$ cat src/design/address_comment_stripper_assert.svh
// Assertion macros for the address comment stripper.
// Used by the top level; needs clk and rst in the scope of each use.
`ifndef ADDRESS_COMMENT_STRIPPER_ASSERT_SVH
`define ADDRESS_COMMENT_STRIPPER_ASSERT_SVH

// Same-cycle implication, checked out of reset.
`define ACS_ASSERT_NOW(label, ante, cons, msg) \
  label: assert property (@(posedge clk) disable iff (rst) (ante) |-> (cons)) \
    else $error(msg);

// Next-cycle implication, checked out of reset.
`define ACS_ASSERT_NEXT(label, ante, cons, msg) \
  label: assert property (@(posedge clk) disable iff (rst) (ante) |=> (cons)) \
    else $error(msg);

`endif

$ cat src/design/acs_pkg.sv
// Shared types and constants for the address comment stripper.
// No dependencies; used by acs_parse, acs_out_buf and the top level.
package acs_pkg;

  // Result kinds.
  localparam logic [1:0] KIND_DATA    = 2'd0;
  localparam logic [1:0] KIND_DISCARD = 2'd1;
  localparam logic [1:0] KIND_END     = 2'd2;

  // Status codes carried in the end word.
  localparam logic [3:0] STAT_OK             = 4'd0;
  localparam logic [3:0] STAT_OPEN_COMMENT   = 4'd1;
  localparam logic [3:0] STAT_STRAY_PAREN    = 4'd2;
  localparam logic [3:0] STAT_OPEN_QUOTE     = 4'd3;
  localparam logic [3:0] STAT_OPEN_ANGLE     = 4'd4;
  localparam logic [3:0] STAT_NESTED_ANGLE   = 4'd5;
  localparam logic [3:0] STAT_STRAY_ANGLE    = 4'd6;
  localparam logic [3:0] STAT_TRAIL_BSLASH   = 4'd7;
  localparam logic [3:0] STAT_TOO_DEEP       = 4'd8;

  // Characters with a special meaning.
  localparam logic [7:0] CH_QUOTE  = 8'h22;
  localparam logic [7:0] CH_OPEN   = 8'h28;
  localparam logic [7:0] CH_CLOSE  = 8'h29;
  localparam logic [7:0] CH_LT     = 8'h3C;
  localparam logic [7:0] CH_GT     = 8'h3E;
  localparam logic [7:0] CH_BSLASH = 8'h5C;
  localparam logic [7:0] CH_SPACE  = 8'h20;

  // One result word.
  typedef struct packed {
    logic [1:0] kind;
    logic [7:0] out_byte;
    logic [3:0] status;
    logic       end_mark;
  } acs_res_t;

  // Results of one input byte, handed from the parser to the result buffer.
  typedef struct packed {
    logic [1:0] count;
    acs_res_t   first;
    acs_res_t   second;
  } acs_push_t;

endpackage

$ cat src/design/acs_if.sv
// Valid/ready channel interfaces for the address comment stripper.
// No dependencies.
interface acs_in_if;
  logic       valid;
  logic       ready;
  logic [7:0] in_byte;
  logic       last_byte;

  modport source (output valid, output in_byte, output last_byte, input ready);
  modport sink   (input valid, input in_byte, input last_byte, output ready);
endinterface

interface acs_out_if;
  logic       valid;
  logic       ready;
  logic [1:0] kind;
  logic [7:0] out_byte;
  logic [3:0] status;
  logic       end_mark;

  modport source (output valid, output kind, output out_byte, output status,
                  output end_mark, input ready);
  modport sink   (input valid, input kind, input out_byte, input status,
                  input end_mark, output ready);
endinterface

$ cat src/design/acs_parse.sv
// Parser state and per-byte decode for the address comment stripper.
// Depends on acs_pkg.
module acs_parse #(
  parameter int MAX_COMMENT_DEPTH = 16
) (
  input  logic                clk,
  input  logic                rst,
  input  logic                fire,
  input  logic [7:0]          b,
  input  logic                last,
  output acs_pkg::acs_push_t  push
);

  localparam int DEPTH_W = $clog2(MAX_COMMENT_DEPTH + 1);

  logic               quote_mode, quote_mode_next;
  logic               angle_open, angle_open_next;
  logic               output_finished, output_finished_next;
  logic [3:0]         error_status, error_status_next;
  logic               escape_pending, escape_pending_next;
  logic [DEPTH_W-1:0] comment_depth, comment_depth_next;
  logic               comment_quote, comment_quote_next;
  logic               comment_escape, comment_escape_next;

  logic               first_vld;
  acs_pkg::acs_res_t  first_res;
  acs_pkg::acs_res_t  end_res;
  logic [3:0]         end_status;

  // Decode of one byte against the current state.
  always_comb begin
    quote_mode_next      = quote_mode;
    angle_open_next      = angle_open;
    output_finished_next = output_finished;
    error_status_next    = error_status;
    escape_pending_next  = escape_pending;
    comment_depth_next   = comment_depth;
    comment_quote_next   = comment_quote;
    comment_escape_next  = comment_escape;
    first_vld            = 1'b0;
    first_res            = '{kind: acs_pkg::KIND_DATA, out_byte: b,
                             status: acs_pkg::STAT_OK, end_mark: 1'b0};

    if (error_status == acs_pkg::STAT_OK && !output_finished) begin
      if (comment_depth != '0) begin
        if (comment_escape) begin
          comment_escape_next = 1'b0;
        end else if (comment_quote) begin
          if (b == acs_pkg::CH_QUOTE) begin
            comment_quote_next = 1'b0;
          end else if (b == acs_pkg::CH_BSLASH) begin
            comment_escape_next = 1'b1;
          end
        end else if (b == acs_pkg::CH_CLOSE) begin
          comment_depth_next = comment_depth - DEPTH_W'(1);
          if (comment_depth == DEPTH_W'(1)) begin
            // Closing the outermost comment leaves a single space.
            first_vld          = 1'b1;
            first_res.out_byte = acs_pkg::CH_SPACE;
          end
        end else if (b == acs_pkg::CH_OPEN) begin
          if (comment_depth >= DEPTH_W'(MAX_COMMENT_DEPTH)) begin
            error_status_next = acs_pkg::STAT_TOO_DEEP;
          end else begin
            comment_depth_next = comment_depth + DEPTH_W'(1);
          end
        end else if (b == acs_pkg::CH_BSLASH) begin
          comment_escape_next = 1'b1;
        end else if (b == acs_pkg::CH_QUOTE) begin
          comment_quote_next = 1'b1;
        end
      end else if (escape_pending) begin
        escape_pending_next = 1'b0;
        first_vld           = 1'b1;
      end else if (b == acs_pkg::CH_BSLASH) begin
        if (last) begin
          error_status_next = acs_pkg::STAT_TRAIL_BSLASH;
        end else begin
          escape_pending_next = 1'b1;
          first_vld           = 1'b1;
        end
      end else if (b == acs_pkg::CH_QUOTE) begin
        quote_mode_next = ~quote_mode;
        first_vld       = 1'b1;
      end else if (quote_mode) begin
        first_vld = 1'b1;
      end else if (b == acs_pkg::CH_OPEN) begin
        comment_depth_next  = DEPTH_W'(1);
        comment_quote_next  = 1'b0;
        comment_escape_next = 1'b0;
      end else if (b == acs_pkg::CH_CLOSE) begin
        error_status_next = acs_pkg::STAT_STRAY_PAREN;
      end else if (b == acs_pkg::CH_LT) begin
        if (angle_open) begin
          error_status_next = acs_pkg::STAT_NESTED_ANGLE;
        end else begin
          angle_open_next    = 1'b1;
          first_vld          = 1'b1;
          first_res.kind     = acs_pkg::KIND_DISCARD;
          first_res.out_byte = '0;
        end
      end else if (b == acs_pkg::CH_GT) begin
        if (angle_open) begin
          output_finished_next = 1'b1;
        end else begin
          error_status_next = acs_pkg::STAT_STRAY_ANGLE;
        end
      end else begin
        first_vld = 1'b1;
      end
    end

    // Status of the string as it stands after this byte.
    if (error_status_next != acs_pkg::STAT_OK) begin
      end_status = error_status_next;
    end else if (output_finished_next) begin
      end_status = acs_pkg::STAT_OK;
    end else if (comment_depth_next != '0) begin
      end_status = acs_pkg::STAT_OPEN_COMMENT;
    end else if (quote_mode_next) begin
      end_status = acs_pkg::STAT_OPEN_QUOTE;
    end else if (angle_open_next) begin
      end_status = acs_pkg::STAT_OPEN_ANGLE;
    end else begin
      end_status = acs_pkg::STAT_OK;
    end
    end_res = '{kind: acs_pkg::KIND_END, out_byte: 8'h00,
                status: end_status, end_mark: 1'b1};

    // The last byte returns every flag to its reset value.
    if (last) begin
      quote_mode_next      = 1'b0;
      angle_open_next      = 1'b0;
      output_finished_next = 1'b0;
      error_status_next    = acs_pkg::STAT_OK;
      escape_pending_next  = 1'b0;
      comment_depth_next   = '0;
      comment_quote_next   = 1'b0;
      comment_escape_next  = 1'b0;
    end
  end

  // Pack the results: a data or discard word, if any, precedes the end word.
  always_comb begin
    push.count  = 2'(first_vld) + 2'(last);
    push.first  = first_vld ? first_res : end_res;
    push.second = end_res;
  end

  // State registers, updated once per consumed byte.
  always_ff @(posedge clk) begin
    if (rst) begin
      quote_mode      <= 1'b0;
      angle_open      <= 1'b0;
      output_finished <= 1'b0;
      error_status    <= acs_pkg::STAT_OK;
      escape_pending  <= 1'b0;
      comment_depth   <= '0;
      comment_quote   <= 1'b0;
      comment_escape  <= 1'b0;
    end else if (fire) begin
      quote_mode      <= quote_mode_next;
      angle_open      <= angle_open_next;
      output_finished <= output_finished_next;
      error_status    <= error_status_next;
      escape_pending  <= escape_pending_next;
      comment_depth   <= comment_depth_next;
      comment_quote   <= comment_quote_next;
      comment_escape  <= comment_escape_next;
    end
  end

endmodule

$ cat src/design/acs_out_buf.sv
// Two-word result buffer that drives the output channel.
// Depends on acs_pkg and acs_out_if.
module acs_out_buf (
  input  logic               clk,
  input  logic               rst,
  input  logic               fire,
  input  acs_pkg::acs_push_t push,
  output logic               can_push,
  acs_out_if.source          result_stream
);

  logic [1:0]        cnt;
  acs_pkg::acs_res_t slot0;
  acs_pkg::acs_res_t slot1;
  logic              pop;

  // The buffer takes a new group only when it will be empty after this edge.
  assign pop      = result_stream.valid && result_stream.ready;
  assign can_push = (cnt == 2'd0) || ((cnt == 2'd1) && pop);

  assign result_stream.valid    = (cnt != 2'd0);
  assign result_stream.kind     = slot0.kind;
  assign result_stream.out_byte = slot0.out_byte;
  assign result_stream.status   = slot0.status;
  assign result_stream.end_mark = slot0.end_mark;

  // Occupancy count.
  always_ff @(posedge clk) begin
    if (rst) begin
      cnt <= 2'd0;
    end else if (fire) begin
      cnt <= push.count;
    end else if (pop) begin
      cnt <= cnt - 2'd1;
    end
  end

  // Word slots; the second moves forward when the first is taken.
  always_ff @(posedge clk) begin
    if (fire) begin
      slot0 <= push.first;
      slot1 <= push.second;
    end else if (pop) begin
      slot0 <= slot1;
    end
  end

endmodule

$ cat src/design/address_comment_stripper.sv
// Address comment stripper: top level with the input register.
// Depends on acs_pkg, acs_if, acs_parse, acs_out_buf and the assertion header.
//
// Usage: char_stream carries one address byte per word with last_byte set on
// the final byte of a string. result_stream carries data bytes (comments are
// replaced by one space), a discard word for an open angle bracket, and on
// the last byte an end word with end_mark set and the status.
// An accepted byte is held in the input register and decoded from there; its
// result words are written into the result buffer, which offers them on
// result_stream.
// Throughput: one byte per cycle while the receiver is ready and each byte
// yields at most one word; a last byte that also yields a data or discard word
// holds the input back until the two-word result buffer drains, one word per cycle.
// Reset (rst, synchronous) clears all parser flags, the comment depth, the
// input register and the result buffer; no clearing pass is needed.
// When the receiver stalls, the result buffer holds its words, the input
// register holds one byte, and char_stream.ready falls once the buffer cannot take it.
module address_comment_stripper #(
  parameter int MAX_COMMENT_DEPTH = 16
) (
  input  logic       clk,
  input  logic       rst,
  acs_in_if.sink     char_stream,
  acs_out_if.source  result_stream
);

  logic               in_vld;
  logic [7:0]         in_byte_q;
  logic               in_last_q;
  logic               fire;
  logic               can_push;
  acs_pkg::acs_push_t push;

  assign fire              = in_vld && can_push;
  assign char_stream.ready = !in_vld || fire;

  // Input register.
  always_ff @(posedge clk) begin
    if (rst) begin
      in_vld <= 1'b0;
    end else if (char_stream.valid && char_stream.ready) begin
      in_vld <= 1'b1;
    end else if (fire) begin
      in_vld <= 1'b0;
    end
  end

  always_ff @(posedge clk) begin
    if (char_stream.valid && char_stream.ready) begin
      in_byte_q <= char_stream.in_byte;
      in_last_q <= char_stream.last_byte;
    end
  end

  acs_parse #(
    .MAX_COMMENT_DEPTH (MAX_COMMENT_DEPTH)
  ) u_parse (
    .clk  (clk),
    .rst  (rst),
    .fire (fire),
    .b    (in_byte_q),
    .last (in_last_q),
    .push (push)
  );

  acs_out_buf u_out_buf (
    .clk           (clk),
    .rst           (rst),
    .fire          (fire),
    .push          (push),
    .can_push      (can_push),
    .result_stream (result_stream)
  );

  // Checks on the block's own logic.
`include "address_comment_stripper_assert.svh"

  `ACS_ASSERT_NOW(a_two_words_end, fire && push.count == 2'd2, push.second.end_mark && push.first.end_mark == 1'b0, "second word of a pair is not the end word")
  `ACS_ASSERT_NOW(a_end_kind, result_stream.valid && result_stream.end_mark, result_stream.kind == acs_pkg::KIND_END, "end word with wrong kind")
  `ACS_ASSERT_NOW(a_count_last, fire, (push.count != 2'd0) || !in_last_q, "last byte gave no end word")
  `ACS_ASSERT_NEXT(a_hold_byte, in_vld && !fire, in_vld && $stable(in_byte_q), "held input byte lost")

endmodule
$ cat src/flat_wrapper.sv
// flat-port wrapper written by rule: the top's interface ports become plain ports
module address_comment_stripper_flat 
#(
  parameter int MAX_COMMENT_DEPTH = 16
)
  (clk, rst, char_stream_valid, char_stream_in_byte, char_stream_last_byte, char_stream_ready, result_stream_valid, result_stream_kind, result_stream_out_byte, result_stream_status, result_stream_end_mark, result_stream_ready);
  acs_in_if char_stream_i ();
  acs_out_if result_stream_i ();
  input  logic clk;
  input  logic rst;
  input wire logic [$bits(char_stream_i.valid)-1:0] char_stream_valid;
  input wire logic [$bits(char_stream_i.in_byte)-1:0] char_stream_in_byte;
  input wire logic [$bits(char_stream_i.last_byte)-1:0] char_stream_last_byte;
  output wire logic [$bits(char_stream_i.ready)-1:0] char_stream_ready;
  output wire logic [$bits(result_stream_i.valid)-1:0] result_stream_valid;
  output wire logic [$bits(result_stream_i.kind)-1:0] result_stream_kind;
  output wire logic [$bits(result_stream_i.out_byte)-1:0] result_stream_out_byte;
  output wire logic [$bits(result_stream_i.status)-1:0] result_stream_status;
  output wire logic [$bits(result_stream_i.end_mark)-1:0] result_stream_end_mark;
  input wire logic [$bits(result_stream_i.ready)-1:0] result_stream_ready;
  assign char_stream_i.valid = char_stream_valid;
  assign char_stream_i.in_byte = char_stream_in_byte;
  assign char_stream_i.last_byte = char_stream_last_byte;
  assign char_stream_ready = char_stream_i.ready;
  assign result_stream_valid = result_stream_i.valid;
  assign result_stream_kind = result_stream_i.kind;
  assign result_stream_out_byte = result_stream_i.out_byte;
  assign result_stream_status = result_stream_i.status;
  assign result_stream_end_mark = result_stream_i.end_mark;
  assign result_stream_i.ready = result_stream_ready;
  address_comment_stripper #(.MAX_COMMENT_DEPTH(MAX_COMMENT_DEPTH)) u_core (.clk(clk), .rst(rst), .char_stream(char_stream_i), .result_stream(result_stream_i));
endmodule
$ cat config.mk
export PLATFORM = sky130hd
export DESIGN_NAME = address_comment_stripper_flat
export DESIGN_NICKNAME = d
export VERILOG_FILES = /design/src/design/acs_pkg.sv /design/src/design/acs_if.sv /design/src/design/acs_parse.sv /design/src/design/acs_out_buf.sv /design/src/design/address_comment_stripper.sv /design/src/flat_wrapper.sv
export VERILOG_INCLUDE_DIRS = /design/src /design/src/design
export SDC_FILE = /design/constraint.sdc
export NUM_CORES = 1
export LEC_CHECK = 0
export BUFFER_PORTS_ARGS = -buffer_cell sky130_fd_sc_hd__buf_2
export CAP_MARGIN = 15
export CELL_PAD_IN_SITES_DETAIL_PLACEMENT = 1
export CELL_PAD_IN_SITES_GLOBAL_PLACEMENT = 2
export CORE_UTILIZATION = 37
export CTS_CLUSTER_DIAMETER = 30
export DETAILED_ROUTE_END_ITERATION = 7
export PLACE_DENSITY = 0.86
export SLEW_MARGIN = 15
export SYNTH_ARGS = -nofsm -noshare
export SYNTH_HDL_FRONTEND = slang
export SYNTH_HIERARCHICAL = 1
export SYNTH_SLANG_ARGS = --single-unit
$ cat constraint.sdc
create_clock -name clk -period 4.7 [get_ports clk]
set_input_delay 0.235 -clock clk [delete_from_list [all_inputs] [get_ports clk]]
set_output_delay 0.235 -clock clk [all_outputs]
set_load 0.02 [all_outputs]
# After elaboration in Yosys (flattened, before gate mapping)

Cells that the tools add are included.

Add/sub/neg operators: 4
Reductions and logical operators: 22
Multiplexer cells: 131
Equality and inequality tests: 14
Div/mod/pow operators: 0
Multipliers: 0
Bitwise operators: 1
Shifts and indexed selects: 0
$lt $le $gt $ge: 1

Operator list:

| cell                | number |
|---|---|
| $mux 4              | 20 |
| $mux 1              | 74 |
| $mux 9              | 8 |
| $mux 5              | 13 |
| $mux 15             | 3 |
| $eq 8x6->1 const B  | 5 |
| $mux 8              | 5 |
| $mux 3              | 4 |
| $mux 10             | 1 |
| $reduce_bool 5->1   | 2 |
| $ne 3x2->1 const B  | 3 |
| $eq 8x7->1 const B  | 1 |
| $reduce_and 8->1    | 1 |
| $reduce_bool 2->1   | 4 |
| $reduce_and 7->1    | 1 |
| $mux 2              | 3 |
| $ne 3x1->1 const B  | 2 |
| $add 5x1->5 const B | 1 |
| $eq 5x1->1 const B  | 1 |
| $ge 5x5->1 const B  | 1 |
| $logic_and 1x1->1   | 5 |
| $sub 5x1->5 const B | 1 |
| $logic_not 4->1     | 1 |
| $reduce_bool 4->1   | 1 |
| other kinds (10)    | 12 |

Input bits: 13
Register bits after elaboration: 46
Bits in read-only memories: 0
Output and inout bits: 17
Latch bits: 0
Word-level logic and storage cells: 190
Bits in writable memories: 0
Memories: 0

# Longest topological paths before layout

Depth after elaboration: 17
Mapped depth: 11
Gate-level depth less buffers: 10

# By module

Netlist, hierarchy kept.

By module, submodules not included:

| module                   | area an instance (um^2) | times used | cells each | sequential area each (um^2) |
|---|---|---|---|---|
| acs_parse                | 1637.8                  | 1          | 204        | 300.3 |
| acs_out_buf              | 1278.7                  | 1          | 66         | 940.9 |
| address_comment_stripper | 332.8                   | 1          | 15         | 290.3 |

# Worst setup path after synthesis

OpenSTA, ideal clock, no wires.

Kind: flip-flop to flip-flop
Start point: register u_core.u_parse.comment_depth[0]
End point: register u_core.u_out_buf.slot0 (netlist bit u_core/u_out_buf/result_stream.status[0]), data pin
Required time: 4.440 ns
Cell stages (with the launch flop): 12
Path buffers: 1
Library setup time: 0.260 ns
Period minus slack after synthesis: 2.615 ns
Arrival: 2.354 ns
Setup slack: 2.085 ns
Path through: dfxtp_1 inv_1 ha_1 or4b_1 buf_6 nand2_4 a211oi_1 xor2_1 nor4_4 a32oi_1 and2_1 mux2_4

RTL lines:

| element                | line              | RTL |
|---|---|---|
| from (decl)            | acs_parse.sv:21   | `logic [DEPTH_W-1:0] comment_depth, comment_depth_next;` |
| from (signal assigned) | acs_parse.sv:167  | `comment_depth <= comment_depth_next;` |
| to (signal assigned)   | acs_out_buf.sv:41 | `slot0 <= push.first;` |
| to (signal assigned)   | acs_out_buf.sv:44 | `slot0 <= slot1;` |
| to (decl)              | acs_out_buf.sv:13 | `acs_pkg::acs_res_t slot0;` |

==> impl_metrics.py <==
metrics = {
    "drt": {
        "detailed_route_drc_error_count": 0,
        "postRouteAntennaNets": 0,
        "wl_per_cell_um": 17.5,
        "average_via_count_per_standard_cell": 5.45,
        "total_number_of_vias": 2302,
        "total_routed_wirelength_mm": 7.39,
        "first_pass_iteration_count_of_the_detailed_router": 4,
        "detail_route.iter0.violations": 135,
    },
    "setup_path": {
        "path_class": "flip-flop to flip-flop",
        "startpoint": "u_core/in_byte_q[0]",
        "number_of_cell_instances_on_the_worst_register_to_register_path": 8,
        "worst_ep_required_time_ns": 4.79,
        "worstSetupStartpointType": "flip-flop",
        "r2r_slack_ns": 1.67,
        "critical_path.max_fanout": 14,
        "worstPathArrival_ns": 3.13,
        "worst_setup_path_end_kind": "flip-flop",
        "timing.rr.start": "u_core/in_byte_q[0]",
        "timing.rr.end": "u_core/u_out_buf/result_stream.status[0]",
    },
    "synth": {
        "synth_seq_cells": 57,
        "synth_cells": 285,
        "synth_sequential_area_ratio_pct": 47.1,
        "synthDominantAreaCellType": "sky130_fd_sc_hd__edfxtp_1",
        "synth_flop_cell": "sky130_fd_sc_hd__edfxtp_1",
        "synthesis.area_per_instance_um2": 11.4,
        "synth_warnings": 6,
        "yosysTopAreaCellShare_pct": 36.0,
        "synth-edff-count": 39,
        "synth_top_cells_by_area": "sky130_fd_sc_hd__edfxtp_1, sky130_fd_sc_hd__dfxtp_1, sky130_fd_sc_hd__mux2_4",
        "ys_async_sr_fraction_pct": 0,
        "netlist-cell-type-count": 76,
        "netlist_area_um2": 3250,
    },
    "sta": {
        "timing.final.setup_violations": 0,
        "min_period_over_period_pct": 64.5,
        "min_period_ns": 3.03,
        "setup_ws_ns": 1.67,
        "worst-slew-pin-transition_ns": 0.702,
        "finalHoldViolCount": 0,
        "slew_headroom_pct": 53.2,
        "fmax_mhz": 330,
        "max_transition_viols_final": 0,
        "worst_clock_skew_ns": 0.00895,
        "tns_ns": 0,
        "rsz_0062_raised_after_global_routing": "no",
    },
    "min_path": {
        "min_delay_worst_endpoint": "u_core/in_byte_q[4]",
        "min_path_cells": 1,
        "hold_class": "input pin to flip-flop",
        "timing.hold.worst.start": "char_stream_in_byte[4]",
    },
    "clock_network": {
        "tritoncts": "done",
        "ctsHoldBuffers": 0,
        "cts_setup_buffers": 0,
        "cts-root-to-sink-buffers": 2,
        "clock-root-buffer": "sky130_fd_sc_hd__clkbuf_8",
        "cts_max_level": 3,
        "cts.repair.resized": 0,
        "cts_sinks": 57,
        "cts-buffers-inserted": 9,
        "clk_transition_reported_paths_ns": 0.07,
        "clkLatencyLatePin_ns": 0.34,
    },
    "floorplan": {
        "floorplan.initialDensity_pct": 39.0,
        "design.die.area_um2": 9160,
        "floorplan.die.height_um": 95.7,
        "row_count": 33,
        "die_width_um": 95.7,
        "design.core.area_um2": 8340,
        "design.portCount": 30,
    },
    "global_routing": {
        "globalRouteOverflowTotal": 0,
        "largest_net_degree_at_the_start_of_global_routing": 30,
        "globalRouteTotalUtil_pct": 17.8,
        "grt_pass1_vias": 2330,
        "antenna_found_initial": 0,
        "grt_first_pass_wirelength_mm": 12.0,
    },
    "final_layout": {
        "number_of_inserted_diodes": 0,
        "layout_cell_share_with_drive_strength_beyond_1_pct": 26.5,
        "mostFrequentLayoutCells": "sky130_fd_sc_hd__edfxtp_1, sky130_fd_sc_hd__buf_2, sky130_fd_sc_hd__nor2_1, sky130_fd_sc_hd__dfxtp_1, sky130_fd_sc_hd__inv_1",
        "num-nets-final": 331,
        "layout_commonest_cell": "sky130_fd_sc_hd__edfxtp_1",
        "area_growth_syn_to_layout_pct": 8.97,
    },
    "placement": {
        "port_buffers": 29,
        "post-place-ws_ns": 1.70,
        "gpl.final_weighted_congestion": 0.919,
        "dp_hpwl_mm": 5.42,
    },
    "pwr": {
        "cellPowerDensity_nw_per_um2": 366,
        "leakage_nw": 1.38,
        "ir_worst_vdd_uv": 157,
    },
    "run": {
        "max_cap_violations": 0,
    },
    "outcome": {
        "run_status": "finished clean",
    },
}
==> flip-flops by register name, indices dropped and copies added, names as in the netlist <==
name                                     flops
u_core/in_byte_q                             8
u_core/u_out_buf/result_stream.status        4
u_core/u_out_buf/slot1                      15
u_core/u_out_buf/result_stream.out_byte      8
u_core/u_parse/angle_open                    1
u_core/u_out_buf/result_stream.end_mark      1
u_core/u_parse/output_finished               1
u_core/in_last_q                             1
u_core/u_parse/escape_pending                1
u_core/u_parse/quote_mode                    1
u_core/u_parse/comment_quote                 1
u_core/u_parse/error_status                  4
u_core/u_parse/comment_escape                1
u_core/u_out_buf/cnt                         2
u_core/u_parse/comment_depth                 5
u_core/in_vld                                1
u_core/u_out_buf/result_stream.kind          2
==> worst max path at each step <==
stage                                               endpoint  slack, ns  cells past startpoint
global placement    u_core/u_out_buf/result_stream.status[0]       1.77                      9
floorplan           u_core/u_out_buf/result_stream.status[0]       2.09                     11
finish              u_core/u_out_buf/result_stream.status[0]       1.67                      8
global route        u_core/u_out_buf/result_stream.status[0]       1.55                      8
detailed placement  u_core/u_out_buf/result_stream.status[0]       1.70                      8
CTS                 u_core/u_out_buf/result_stream.status[0]       1.70                      8
==> final cells by class <==
cell class	count	area (um2)
fill	923	4800
sequential	57	1530
clock buffer	10	128
inverter	16	60.1
multi-input combinational	198	1500
timing repair buffer	30	153
tap	105	131
clock inverter	6	36.3
==> cell usage after synthesis, types with 3 or more instances <==
master,n
sky130_fd_sc_hd__edfxtp_1,39
sky130_fd_sc_hd__nor2_1,25
sky130_fd_sc_hd__dfxtp_1,18
sky130_fd_sc_hd__inv_1,15
sky130_fd_sc_hd__nand2_1,14
sky130_fd_sc_hd__buf_4,12
sky130_fd_sc_hd__a21oi_1,8
sky130_fd_sc_hd__mux2_4,8
sky130_fd_sc_hd__a22oi_1,7
sky130_fd_sc_hd__nor3_1,7
sky130_fd_sc_hd__buf_6,6
sky130_fd_sc_hd__ha_1,6
sky130_fd_sc_hd__nand4_1,6
sky130_fd_sc_hd__a211oi_1,5
sky130_fd_sc_hd__and2_1,5
sky130_fd_sc_hd__mux2_2,5
sky130_fd_sc_hd__xor2_1,5
sky130_fd_sc_hd__and3_1,4
sky130_fd_sc_hd__nand3_1,4
sky130_fd_sc_hd__a31oi_1,3
sky130_fd_sc_hd__and4b_1,3
sky130_fd_sc_hd__clkbuf_1,3
sky130_fd_sc_hd__nand3b_1,3
sky130_fd_sc_hd__nor4_1,3
sky130_fd_sc_hd__o21ai_0,3
sky130_fd_sc_hd__o41ai_2,3
sky130_fd_sc_hd__xnor2_1,3
==> per-layer routing <==
| layer | GRT usage, % | wire, um | vias to the layer above |
|---|---|---|---|
| met3 | 3.79 | 285 | 11 |
| met4 | 7.71 | 133 | 0 |
| met1 | 23.0 | 3460 | 1132 |
| met5 | 0 | 0 | - |
| li1 | - | - | 1102 |
| met2 | 28.7 | 3510 | 57 |
==> metrics by stage <==
stage | utilization [%] | total power (W) | cell area [um2] | std cells | hold WS (ns)
3_5_place_dp | 40.5 | 0.000916 | 3380 | 406 | 0.414
6_report | 42.5 | 0.00130 | 3540 | 422 | 0.0718
5_1_grt | 42.5 | 0.00137 | 3540 | 422 | 0.0572
3_3_place_gp | 40.5 | 0.000904 | 3380 | 406 | 0.413
4_1_cts | 42.5 | 0.00132 | 3540 | 422 | 0.0571
2_1_floorplan | - | 0.000850 | 3280 | 294 | 0.297
==> worst max-delay path, cell delays in order, from the launching register on <==
cell	delay, ns
sky130_fd_sc_hd__edfxtp_1	0.58
sky130_fd_sc_hd__and4bb_1	0.44
sky130_fd_sc_hd__nand4b_2	0.25
sky130_fd_sc_hd__o21a_1	0.29
sky130_fd_sc_hd__a21o_2	0.22
sky130_fd_sc_hd__nor4_4	0.35
sky130_fd_sc_hd__a32oi_1	0.22
sky130_fd_sc_hd__and2_1	0.18
sky130_fd_sc_hd__mux2_4	0.25
==> report_power, final <==
part           internal, W  leakage [nW]  switching (W)
sequential        0.000615         0.518      0.0000287
clock             0.000188        0.0858       0.000208
combinational    0.0000976         0.775       0.000158
total             0.000901          1.38       0.000395
==> kinds of logic (layout without fill, tap and decap cells) <==
group / after synthesis / after routing / share of synthesized area (%)
AND/OR/NAND/NOR: 104 / 104 / 21.2
flip-flops: 57 / 57 / 47.1
AO/OA/AOI/OAI: 52 / 52 / 12.6
buffers and inverters: 39 / 62 / 7.70
multiplexers: 17 / 17 / 6.74
XOR/XNOR: 8 / 8 / 2.16
adder cells (fa/ha/maj): 6 / 6 / 2.31
other: 2 / 11 / 0.231
Note: power is estimated with default switching activity, not from simulation.
